**src/hdl/scfp_pkg.sv**
```systemverilog
`timescale 1ns / 1ps

package scfp_pkg;

	localparam int RAD_BITS    = 32;
	localparam int ROOT_BITS   = RAD_BITS / 2;
	localparam int M_BITS      = ROOT_BITS + 1;
	localparam int D_BITS      = ROOT_BITS + 2;
	localparam int PERIOD_BITS = 20;
	localparam int SQRT_STEPS  = RAD_BITS / 2;
	localparam int DIV_STEPS   = RAD_BITS;
	localparam int K_BITS      = $clog2(SQRT_STEPS);
	localparam int DCNT_BITS   = $clog2(DIV_STEPS);

	localparam logic [PERIOD_BITS-1:0] MAX_PERIOD = {PERIOD_BITS{1'b1}};

	typedef enum logic [2:0] {
		ST_IDLE,
		ST_SQRT,
		ST_MUL,
		ST_DIV_D,
		ST_WAIT_D,
		ST_DIV_M,
		ST_WAIT_M,
		ST_CHECK
	} state_t;

	typedef struct packed {
		logic                go;
		logic [RAD_BITS-1:0] dividend;
		logic [D_BITS-1:0]   divisor;
	} div_req_t;

	typedef struct packed {
		logic                done;
		logic [RAD_BITS-1:0] quotient;
		logic [D_BITS-1:0]   remainder;
	} div_rsp_t;

endpackage

```
**src/hdl/sqrt_continued_fraction_period.sv**
```systemverilog
`timescale 1ns / 1ps
// Period of the continued fraction of sqrt(radicand).
//
// Input: pulse start with radicand while busy is low; the item is taken at
// that edge and busy rises on the next cycle. Radicand is held internally.
// Output: done is high for exactly one cycle with period, is_square,
// odd_period and saturated valid in that cycle. The receiver cannot stall;
// a result that is not taken in its cycle is not signalled again.
// Sequence: the integer square root takes two radicand bits per cycle, and
// a perfect square returns done once it ends. Each period term then takes
// one multiply, two passes through the shared bit-serial divider, and one
// compare. The period count saturates at 2^20-1 terms. busy drops in the
// cycle done is shown, so the next item may be started then.
// Reset clears the sequencer, the divider and the done strobe; busy is low
// after reset.
module sqrt_continued_fraction_period import scfp_pkg::*; (
	input  logic                   clk,
	input  logic                   arst_n,
	input  logic                   start,
	output logic                   busy,
	input  logic [RAD_BITS-1:0]    radicand,
	output logic                   done,
	output logic [PERIOD_BITS-1:0] period,
	output logic                   is_square,
	output logic                   odd_period,
	output logic                   saturated
);

	state_t state_q, state_d;

	logic [RAD_BITS-1:0]    n_q;
	logic [RAD_BITS-1:0]    srem_q;
	logic [RAD_BITS-1:0]    res_q;
	logic [K_BITS-1:0]      k_q;
	logic [ROOT_BITS-1:0]   r_q;
	logic [M_BITS-1:0]      m_q;
	logic [D_BITS-1:0]      d_q;
	logic [RAD_BITS-1:0]    msq_q;
	logic [PERIOD_BITS-1:0] cnt_q;

	logic                   done_q;
	logic [PERIOD_BITS-1:0] period_q;
	logic                   sq_q;
	logic                   odd_q;
	logic                   sat_q;

	logic [RAD_BITS-1:0]   sbit;
	logic [RAD_BITS:0]     ssum;
	logic                  sge;
	logic [RAD_BITS-1:0]   srem_next;
	logic [RAD_BITS-1:0]   res_next;
	logic                  sqrt_last;
	logic                  perfect;
	logic [2*M_BITS-1:0]   m_prod;
	logic [M_BITS-1:0]     rm_sum;
	logic [D_BITS-1:0]     m_next;
	logic                  closed;
	logic                  quo_zero;

	div_req_t div_req;
	div_rsp_t div_rsp;

	logic fin_square, fin_zero, fin_close, fin_sat;

	scfp_div u_div (
		.clk    (clk),
		.arst_n (arst_n),
		.req    (div_req),
		.rsp    (div_rsp)
	);

	// square root: find one result bit per cycle
	assign sbit      = RAD_BITS'(1) << {k_q, 1'b0};
	assign ssum      = {1'b0, res_q} + {1'b0, sbit};
	assign sge       = {1'b0, srem_q} >= ssum;
	assign srem_next = sge ? (srem_q - ssum[RAD_BITS-1:0]) : srem_q;
	assign res_next  = sge ? ((res_q >> 1) + sbit) : (res_q >> 1);
	assign sqrt_last = (k_q == '0);
	assign perfect   = (srem_next == '0);

	assign m_prod   = m_q * m_q;
	assign rm_sum   = {1'b0, r_q} + m_q;
	assign m_next   = {2'b00, r_q} - div_rsp.remainder;
	assign closed   = ({1'b0, r_q} == m_q) && (d_q == D_BITS'(1));
	assign quo_zero = (div_rsp.quotient == '0);

	always_comb begin
		state_d = state_q;
		case (state_q)
			ST_IDLE:   if (start) state_d = ST_SQRT;
			ST_SQRT:   if (sqrt_last) state_d = perfect ? ST_IDLE : ST_MUL;
			ST_MUL:    state_d = ST_DIV_D;
			ST_DIV_D:  state_d = ST_WAIT_D;
			ST_WAIT_D: if (div_rsp.done) state_d = quo_zero ? ST_IDLE : ST_DIV_M;
			ST_DIV_M:  state_d = ST_WAIT_M;
			ST_WAIT_M: if (div_rsp.done) state_d = ST_CHECK;
			ST_CHECK:  state_d = (closed || cnt_q == MAX_PERIOD) ? ST_IDLE : ST_MUL;
			default:   state_d = ST_IDLE;
		endcase
	end

	always_comb begin
		div_req.go       = 1'b0;
		div_req.dividend = n_q - msq_q;
		div_req.divisor  = d_q;
		fin_square       = 1'b0;
		fin_zero         = 1'b0;
		fin_close        = 1'b0;
		fin_sat          = 1'b0;
		case (state_q)
			ST_SQRT:   fin_square = sqrt_last && perfect;
			ST_DIV_D:  div_req.go = 1'b1;
			ST_WAIT_D: fin_zero = div_rsp.done && quo_zero;
			ST_DIV_M: begin
				div_req.go       = 1'b1;
				div_req.dividend = RAD_BITS'(rm_sum);
			end
			ST_CHECK: begin
				fin_close = closed;
				fin_sat   = !closed && (cnt_q == MAX_PERIOD);
			end
			default: ;
		endcase
	end

	always_ff @(posedge clk or negedge arst_n) begin
		if (!arst_n) begin
			state_q  <= ST_IDLE;
			n_q      <= '0;
			srem_q   <= '0;
			res_q    <= '0;
			k_q      <= '0;
			r_q      <= '0;
			m_q      <= '0;
			d_q      <= D_BITS'(1);
			msq_q    <= '0;
			cnt_q    <= '0;
			done_q   <= 1'b0;
			period_q <= '0;
			sq_q     <= 1'b0;
			odd_q    <= 1'b0;
			sat_q    <= 1'b0;
		end else begin
			state_q <= state_d;
			done_q  <= fin_square || fin_zero || fin_close || fin_sat;
			case (state_q)
				ST_IDLE: if (start) begin
					n_q    <= radicand;
					srem_q <= radicand;
					res_q  <= '0;
					k_q    <= K_BITS'(SQRT_STEPS - 1);
				end
				ST_SQRT: begin
					srem_q <= srem_next;
					res_q  <= res_next;
					k_q    <= k_q - 1'b1;
					if (sqrt_last) begin
						r_q   <= res_next[ROOT_BITS-1:0];
						m_q   <= {1'b0, res_next[ROOT_BITS-1:0]};
						d_q   <= D_BITS'(1);
						cnt_q <= '0;
					end
				end
				ST_MUL: msq_q <= m_prod[RAD_BITS-1:0];
				ST_WAIT_D: if (div_rsp.done && !quo_zero) d_q <= div_rsp.quotient[D_BITS-1:0];
				ST_WAIT_M: if (div_rsp.done) begin
					m_q   <= m_next[M_BITS-1:0];
					cnt_q <= cnt_q + 1'b1;
				end
				default: ;
			endcase
			// hold the last result until the next one replaces it
			if (fin_square) begin
				period_q <= '0;
				sq_q     <= 1'b1;
				odd_q    <= 1'b0;
				sat_q    <= 1'b0;
			end else if (fin_zero || fin_sat) begin
				period_q <= MAX_PERIOD;
				sq_q     <= 1'b0;
				odd_q    <= 1'b0;
				sat_q    <= 1'b1;
			end else if (fin_close) begin
				period_q <= cnt_q;
				sq_q     <= 1'b0;
				odd_q    <= cnt_q[0];
				sat_q    <= 1'b0;
			end
		end
	end

	assign busy       = (state_q != ST_IDLE);
	assign done       = done_q;
	assign period     = period_q;
	assign is_square  = sq_q;
	assign odd_period = odd_q;
	assign saturated  = sat_q;

endmodule

```
**src/hdl/scfp_div.sv**
```systemverilog
`timescale 1ns / 1ps

module scfp_div import scfp_pkg::*; (
	input  logic     clk,
	input  logic     arst_n,
	input  div_req_t req,
	output div_rsp_t rsp
);

	logic                 run_q;
	logic                 done_q;
	logic [DCNT_BITS-1:0] cnt_q;
	logic [RAD_BITS-1:0]  quo_q;
	logic [D_BITS-1:0]    pr_q;
	logic [D_BITS-1:0]    dvs_q;

	logic [D_BITS:0] pr_shift;
	logic            ge;
	logic [D_BITS:0] pr_sub;

	// restoring step: one quotient bit per cycle
	assign pr_shift = {pr_q, quo_q[RAD_BITS-1]};
	assign ge       = pr_shift >= {1'b0, dvs_q};
	assign pr_sub   = pr_shift - {1'b0, dvs_q};

	always_ff @(posedge clk or negedge arst_n) begin
		if (!arst_n) begin
			run_q  <= 1'b0;
			done_q <= 1'b0;
			cnt_q  <= '0;
			quo_q  <= '0;
			pr_q   <= '0;
			dvs_q  <= '0;
		end else begin
			done_q <= run_q && !req.go && (cnt_q == '0);
			if (req.go) begin
				run_q <= 1'b1;
				cnt_q <= DCNT_BITS'(DIV_STEPS - 1);
				quo_q <= req.dividend;
				pr_q  <= '0;
				dvs_q <= req.divisor;
			end else if (run_q) begin
				quo_q <= {quo_q[RAD_BITS-2:0], ge};
				pr_q  <= ge ? pr_sub[D_BITS-1:0] : pr_shift[D_BITS-1:0];
				cnt_q <= cnt_q - 1'b1;
				if (cnt_q == '0) begin
					run_q <= 1'b0;
				end
			end
		end
	end

	assign rsp.done      = done_q;
	assign rsp.quotient  = quo_q;
	assign rsp.remainder = pr_q;

endmodule

```
**config.mk**
```make
export PLATFORM = sky130hd
export DESIGN_NAME = sqrt_continued_fraction_period
export DESIGN_NICKNAME = d
export VERILOG_FILES = /design/src/hdl/scfp_pkg.sv /design/src/hdl/sqrt_continued_fraction_period.sv /design/src/hdl/scfp_div.sv
export SDC_FILE = /design/constraint.sdc
export NUM_CORES = 2
export LEC_CHECK = 0
export ABC_AREA = 0
export BUFFER_PORTS_ARGS = -buffer_cell sky130_fd_sc_hd__buf_2
export CAP_MARGIN = 30
export CORE_UTILIZATION = 30
export DETAILED_ROUTE_END_ITERATION = 7
export SLEW_MARGIN = 25
export SYNTH_ARGS = -nofsm -noshare
export SYNTH_HDL_FRONTEND = slang
export SYNTH_HIERARCHICAL = 1
export SYNTH_SLANG_ARGS = --single-unit
```
**constraint.sdc**
```tcl
create_clock -name clk -period 16.1 [get_ports clk]
set_input_delay 0.805 -clock clk [delete_from_list [all_inputs] [get_ports clk]]
set_output_delay 0.805 -clock clk [all_outputs]
set_load 0.005 [all_outputs]
```
# Yosys cells after proc, flatten, opt, wreduce, memory -nomap -nowiden
# Cells that the tools add are included.
# W data, S select, Z words.
[op_classes] mux=52 n_shift=1 reduce_logical=33 eq_ne=15 n_addsub=10 multipliers=1 magnitude_cmp=2
[ops] operator="$mux W32" count=7
[ops] operator="$pmux W32 S2" count=2
[ops] operator="$mux W20" count=5
[ops] operator="$mux W18" count=5
[ops] operator="$logic_not A32 Y1" count=2
[ops] operator="$sub A32 B32 Y32" count=2
[ops] operator="$pmux W20 S2" count=1
[ops] operator="$pmux W18 S2" count=1
[ops] operator="$mux W17" count=2
[ops] operator="$pmux W17 S2" count=1
[ops] operator="$add A32 B32 Y33" count=1
[ops] operator="$ge A32 B33 Y1" count=1
[ops] operator="$add A31 B32 Y32" count=1
[ops] operator="$mul A17 B17 Y32" count=1
[ops] operator="$shl A1 B5 Y32 const A" count=1
[ops] operator="$pmux W3 S8" count=1
[ops] operator="$add A20 B1 Y20 const B" count=1
[ops] operator="$eq A20 B20 Y1 const B" count=1
[ops] operator="$ge A19 B18 Y1" count=1
[ops] operator="$eq A18 B1 Y1 const B" count=1
[ops] operator="$sub A18 B18 Y18" count=1
[ops] operator="$add A16 B17 Y17" count=1
[ops] operator="$eq A16 B17 Y1" count=1
[ops] operator="$sub A16 B17 Y17" count=1
[ops] operator="25 further kinds" count=72
[totals] out_inout_bits=25 input_bits=35 wordCells=135 ff_bits=305

# Longest topological paths before layout
[depth] depth_word=10 depth_mapped=30 mapped_depth_nobuf=27

# Cells and area by module
# The synthesis kept the hierarchy.
[by_module_without_submodules] module="sqrt_continued_fraction_period" instances=1 area_per_inst_um2=24404.7 cells_per_inst=2860 seq_area_each_um2=5731.7
[by_module_without_submodules] module="scfp_div" instances=1 area_per_inst_um2=4250.3 cells_per_inst=450 seq_area_each_um2=1876.8

# Worst setup path before layout
# No wires, ideal clock.
[synth_timing] path_type="flip-flop to flip-flop" startpoint="register m_q[14]" endpoint="register msq_q[30]" path_buffers=2 setup_ns=0.136 path_slack_ns=9.746 arrival_time_ns=6.217 period_less_slack_ns=6.354 stages_incl_launch_ff=25 path_cell_list="dfrtp_1 -> clkbuf_1 -> clkbuf_1 -> nand2_1 -> inv_1 -> fa_1 -> fa_1 -> fa_1 -> inv_1 -> fa_1 -> fa_1 -> inv_1 -> fa_1 -> ha_1 -> and2_1 -> nor2_1 -> a21oi_1 -> nor2b_1 -> nor2_1 -> a21oi_1 -> a21oi_1 -> or4_1 -> a31oi_1 -> xor2_1 -> o21ai_0"
[synth_via] elab_chain_len=1
[synth_lines] item="start: declaration" line="sqrt_continued_fraction_period.sv:36" rtl="logic [M_BITS-1:0] m_q;"
[synth_lines] item="start signal: assignment" line="sqrt_continued_fraction_period.sv:159" rtl="m_q <= {1'b0, res_next[ROOT_BITS-1:0]};"
[synth_lines] item="start signal: assignment" line="sqrt_continued_fraction_period.sv:167" rtl="m_q <= m_next[M_BITS-1:0];"
[synth_lines] item="$mul A17 B17 Y32" line="sqrt_continued_fraction_period.sv:81" rtl="assign m_prod = m_q * m_q;"
[synth_lines] item="end signal: assignment" line="sqrt_continued_fraction_period.sv:164" rtl="ST_MUL: msq_q <= m_prod[RAD_BITS-1:0];"
[synth_lines] item="end: declaration" line="sqrt_continued_fraction_period.sv:38" rtl="logic [RAD_BITS-1:0] msq_q;"
# Every way passes these cells.
# A chain may end at the register's enable or synchronous reset.

# Worst setup path in the final report
[layout_timing] startpoint="register k_q[0]" endpoint="register sat_q, in the netlist saturated"
[layout_via] elab_chain_len=8
[layout_lines] item="start: declaration" line="sqrt_continued_fraction_period.sv:34" rtl="logic [K_BITS-1:0] k_q;"
[layout_lines] item="start signal: assignment" line="sqrt_continued_fraction_period.sv:151" rtl="k_q <= K_BITS'(SQRT_STEPS - 1);"
[layout_lines] item="start signal: assignment" line="sqrt_continued_fraction_period.sv:156" rtl="k_q <= k_q - 1'b1;"
[layout_lines] item="$shl A1 B5 Y32" line="sqrt_continued_fraction_period.sv:73" rtl="assign sbit = RAD_BITS'(1) << {k_q, 1'b0};"
[layout_lines] item="$add A32 B32 Y33" line="sqrt_continued_fraction_period.sv:74" rtl="assign ssum = {1'b0, res_q} + {1'b0, sbit};"
[layout_lines] item="$sub A32 B32 Y32 or $ge A32 B33 Y1 (tied branches)" line="sqrt_continued_fraction_period.sv:76, sqrt_continued_fraction_period.sv:75"
[layout_lines] item="$mux W32" line="sqrt_continued_fraction_period.sv:76" rtl="assign srem_next = sge ? (srem_q - ssum[RAD_BITS-1:0]) : srem_q;"
[layout_lines] item="$logic_not A32 Y1" line="sqrt_continued_fraction_period.sv:79" rtl="assign perfect = (srem_next == '0);"
[layout_lines] item="$logic_and A1 B1 Y1 (*)" line="sqrt_continued_fraction_period.sv:111" rtl="ST_SQRT: fin_square = sqrt_last && perfect;"
[layout_lines] item="$mux W1 (*)" line="sqrt_continued_fraction_period.sv:110" rtl="case (state_q)"
[layout_lines] item="$reduce_bool A3 Y1 (no line) or $mux W1 (tied branches)"
[layout_lines] item="end signal: assignment" line="sqrt_continued_fraction_period.sv:142" rtl="sat_q <= 1'b0;"
[layout_lines] item="end signal: assignment" line="sqrt_continued_fraction_period.sv:177" rtl="sat_q <= 1'b0;"
[layout_lines] item="end signal: assignment" line="sqrt_continued_fraction_period.sv:182" rtl="sat_q <= 1'b1;"
[layout_lines] item="end: declaration" line="sqrt_continued_fraction_period.sv:45" rtl="logic sat_q;"
# Mark *: on every way between the ends. The rest lies on a longest branch, timed or not.

==> results.sh <==
export IMPL_root_buffer="clkbuf_16"
export IMPL_fin_crit_sh_pct=45.4
export IMPL_path_buf_inv=3
export IMPL_combPwrFrac_pct=1.4
export IMPL_arrival_ps=7730
export IMPL_antenna_cells=0
export IMPL_track_usage_pct=16.7
export IMPL_initial_core_util_pct=30.5
export IMPL_grt_pass1_wl_mm=130
export IMPL_p_clk_share_pct=53.7
export IMPL_p_seq_share_pct=45.0
export IMPL_htreeDepth=2
export IMPL_ctsLongestPathBuffers=3
export IMPL_p_per_area_nw_per_um2=53.6
export IMPL_fp_dieH_um=311
export IMPL_port_buffer_count=59
export IMPL_reg2reg_from="k_q[0]"
export IMPL_grt_max_degree=164
export IMPL_syn_area_sq_um=28700
export IMPL_setup_ws_ps=8790
export IMPL_switching_power_mw=0.390
export IMPL_ctsHoldBuffers=0
export IMPL_dp_hpwl_mm=62.8
export IMPL_run_status="finished, final reports clean"
export IMPL_drt_initial_drc_count=1891
export IMPL_synth_edff_count=0
export IMPL_layout_common_cells="434 x nand2_1, 367 x inv_1, 302 x dfrtp_1"
export IMPL_netlist_area_leader_share_pct=26.5
export IMPL_ys_ff_latch=304
export IMPL_final_setup_tns_ps=0
export IMPL_synth_largest_area_cell="dfrtp_1"
export IMPL_power_internal_mw=1.31
export IMPL_routed_via_count=23400
export IMPL_rrSetupSlack_ps=8790
export IMPL_clk_pin_slew_ps=60
export IMPL_post_cts_resized=0
export IMPL_antenna_found_initial=0
export IMPL_yosysUniqueCellTypes=84
export IMPL_fin_skew_ps=21.7
export IMPL_r2r_end="saturated"
export IMPL_required_ps=16520
export IMPL_fillCellCount=9749
export IMPL_cpPeakStageDelay_ps=530
export IMPL_critPathCaptureType="register"
export IMPL_rsz0062_at_grt="false"
export IMPL_drt_total_wl_mm=81.5
export IMPL_clock_latency_ps=570
export IMPL_cpMostUsedCell="ha_1"
export IMPL_r2r_worst_path_cells=29
export IMPL_finalCriticalPeriod_ps=7310
export IMPL_crit_fanout=20
export IMPL_cts_sinks=304
export IMPL_cpMaxStageDelayCell="o221ai_1"
export IMPL_finalWeightedCongestion=0.920
export IMPL_final_setup_viol_count=0
export IMPL_drt_pass1_iterations=5
export IMPL_async_reset_ff_share_pct=100
export IMPL_nets=3790
export IMPL_grt_pass1_vias=22900
export IMPL_core_area_sq_um=94000
export IMPL_mostFrequentLayoutCell="nand2_1"
export IMPL_switching_share_pct=23.0
export IMPL_syn_to_final_growth_pct=10.5
export IMPL_viasPerCell=5.10
export IMPL_wire_per_inst_um=17.8
export IMPL_min_path_type="in2async"
export IMPL_rows=112
export IMPL_die_area_sq_um=96800
export IMPL_synth_area_leaders="dfrtp_1 26%, fa_1 14%, ha_1 11%"
export IMPL_synth_cells=3310
export IMPL_post_cts_buffers=0
export IMPL_ant_nets=0
export IMPL_vdd_drop_max_uv=73.3
export IMPL_io_pin_count=60
export IMPL_syn_num_nets=3792
export IMPL_crit_family="compound AO/OA/AOI/OAI gates"
export IMPL_critical_path_class="reg2reg"
export IMPL_die_w_um=311
export IMPL_ys_warn_count=6
export IMPL_place_ws_ps=8860
export IMPL_post_route_drc_count=0
export IMPL_numCtsBuffers=36
export IMPL_p_leak_nw=15.8
export IMPL_drv_cap=0
export IMPL_synth_ff_type="dfrtp_1"
export IMPL_slew_headroom_pct=32.1
export IMPL_grt_ovfl_total=0
export IMPL_worstMarginPinSlew_ps=1020
export IMPL_slew_violations=0
export IMPL_syn_area_per_cell_sq_um=8.66
export IMPL_drive_above_1_share_pct=6.60
export IMPL_finalHoldViolCount=0
export IMPL_start_kind="register"
export IMPL_cts_tree="done"
export IMPL_ys_seq_area_share_pct=26.6
export IMPL_max_freq_mhz=137
-- cell type report --
class	count	area [sq um]	area share [%]
Sequential cell	304	7610	24.0
Inverter	368	1380	4.36
Multi-Input combinational cell	2502	19100	60.5
Clock buffer	41	970	3.06
Clock inverter	23	335	1.06
Tap cell	1254	1570	4.96
Timing Repair Buffer	96	652	2.06
-- per-stage QoR --
stage | instance area [sq um] | hold WS [ps] | total power [mW] | std cells | utilization [%]
finish | 31700 | 223 | 1.70 | 4588 | 33.7
floorplan | 28700 | 449 | 0.778 | 3310 | -
CTS | 31600 | 222 | 1.72 | 4584 | 33.6
global route | 31700 | 252 | 1.75 | 4588 | 33.7
detailed placement | 30300 | 471 | 0.802 | 4520 | 32.2
global placement | 30300 | 461 | 0.802 | 4519 | 32.2
-- cell usage after synthesis, types with 32 or more instances --
master / instances
fa_1: 196
xor2_1: 96
a21o_1: 58
nor2b_1: 32
inv_1: 367
xnor2_1: 102
nor4_1: 37
and2_1: 87
nor2_1: 176
dfrtp_1: 303
nor3_1: 35
a211oi_1: 33
o21ai_0: 253
nand2_1: 435
clkbuf_1: 115
mux2i_1: 57
ha_1: 251
a31oi_1: 36
nand3_1: 88
a21oi_1: 163
-- worst max path at each step --
| stage | start | endpoint | cells after the start |
|---|---|---|---|
| 2_1_floorplan | m_q[14] | msq_q[30] | 24 |
| 3_3_place_gp | k_q[0] | saturated | 28 |
| 3_5_place_dp | k_q[0] | saturated | 29 |
| 4_1_cts | k_q[0] | saturated | 29 |
| 5_1_grt | k_q[0] | saturated | 29 |
| 6_report | k_q[0] | saturated | 29 |
-- metal layers --
layer	global-route usage, %	up-vias	wire, um
li1	-	11300	-
met1	23.3	11500	38300
met2	27.3	454	37900
met3	1.68	121	2980
met4	5.03	0	2420
met5	0	-	0
-- power by group through the flow --
stage	combinational, mW	sequential [mW]	clock, mW
3_3_place_gp	0.0236	0.778	0
2_1_floorplan	0.000146	0.778	0
3_5_place_dp	0.0237	0.778	0
5_1_grt	0.0271	0.763	0.955
4_1_cts	0.0238	0.764	0.930
6_report	0.0234	0.764	0.911
-- cell families after synthesis --
kind of cell / Yosys count / share of synthesized area (%)
buf+inv: 504 / 6.75
mux: 64 / 2.27
compound gates: 745 / 16.4
xor+xnor: 198 / 6.05
flops: 304 / 26.6
fa+ha+maj: 449 / 24.7
simple gates: 1046 / 17.3
-- sequential cells by signal, indices dropped and copies added (netlist names), 20 cells and up --
| register | cells |
|---|---|
| period | 20 |
| res_q | 32 |
| cnt_q | 20 |
| u_div/quo_q | 32 |
| msq_q | 31 |
| srem_q | 32 |
| n_q | 32 |
Power figures use the tool's default switching activity.
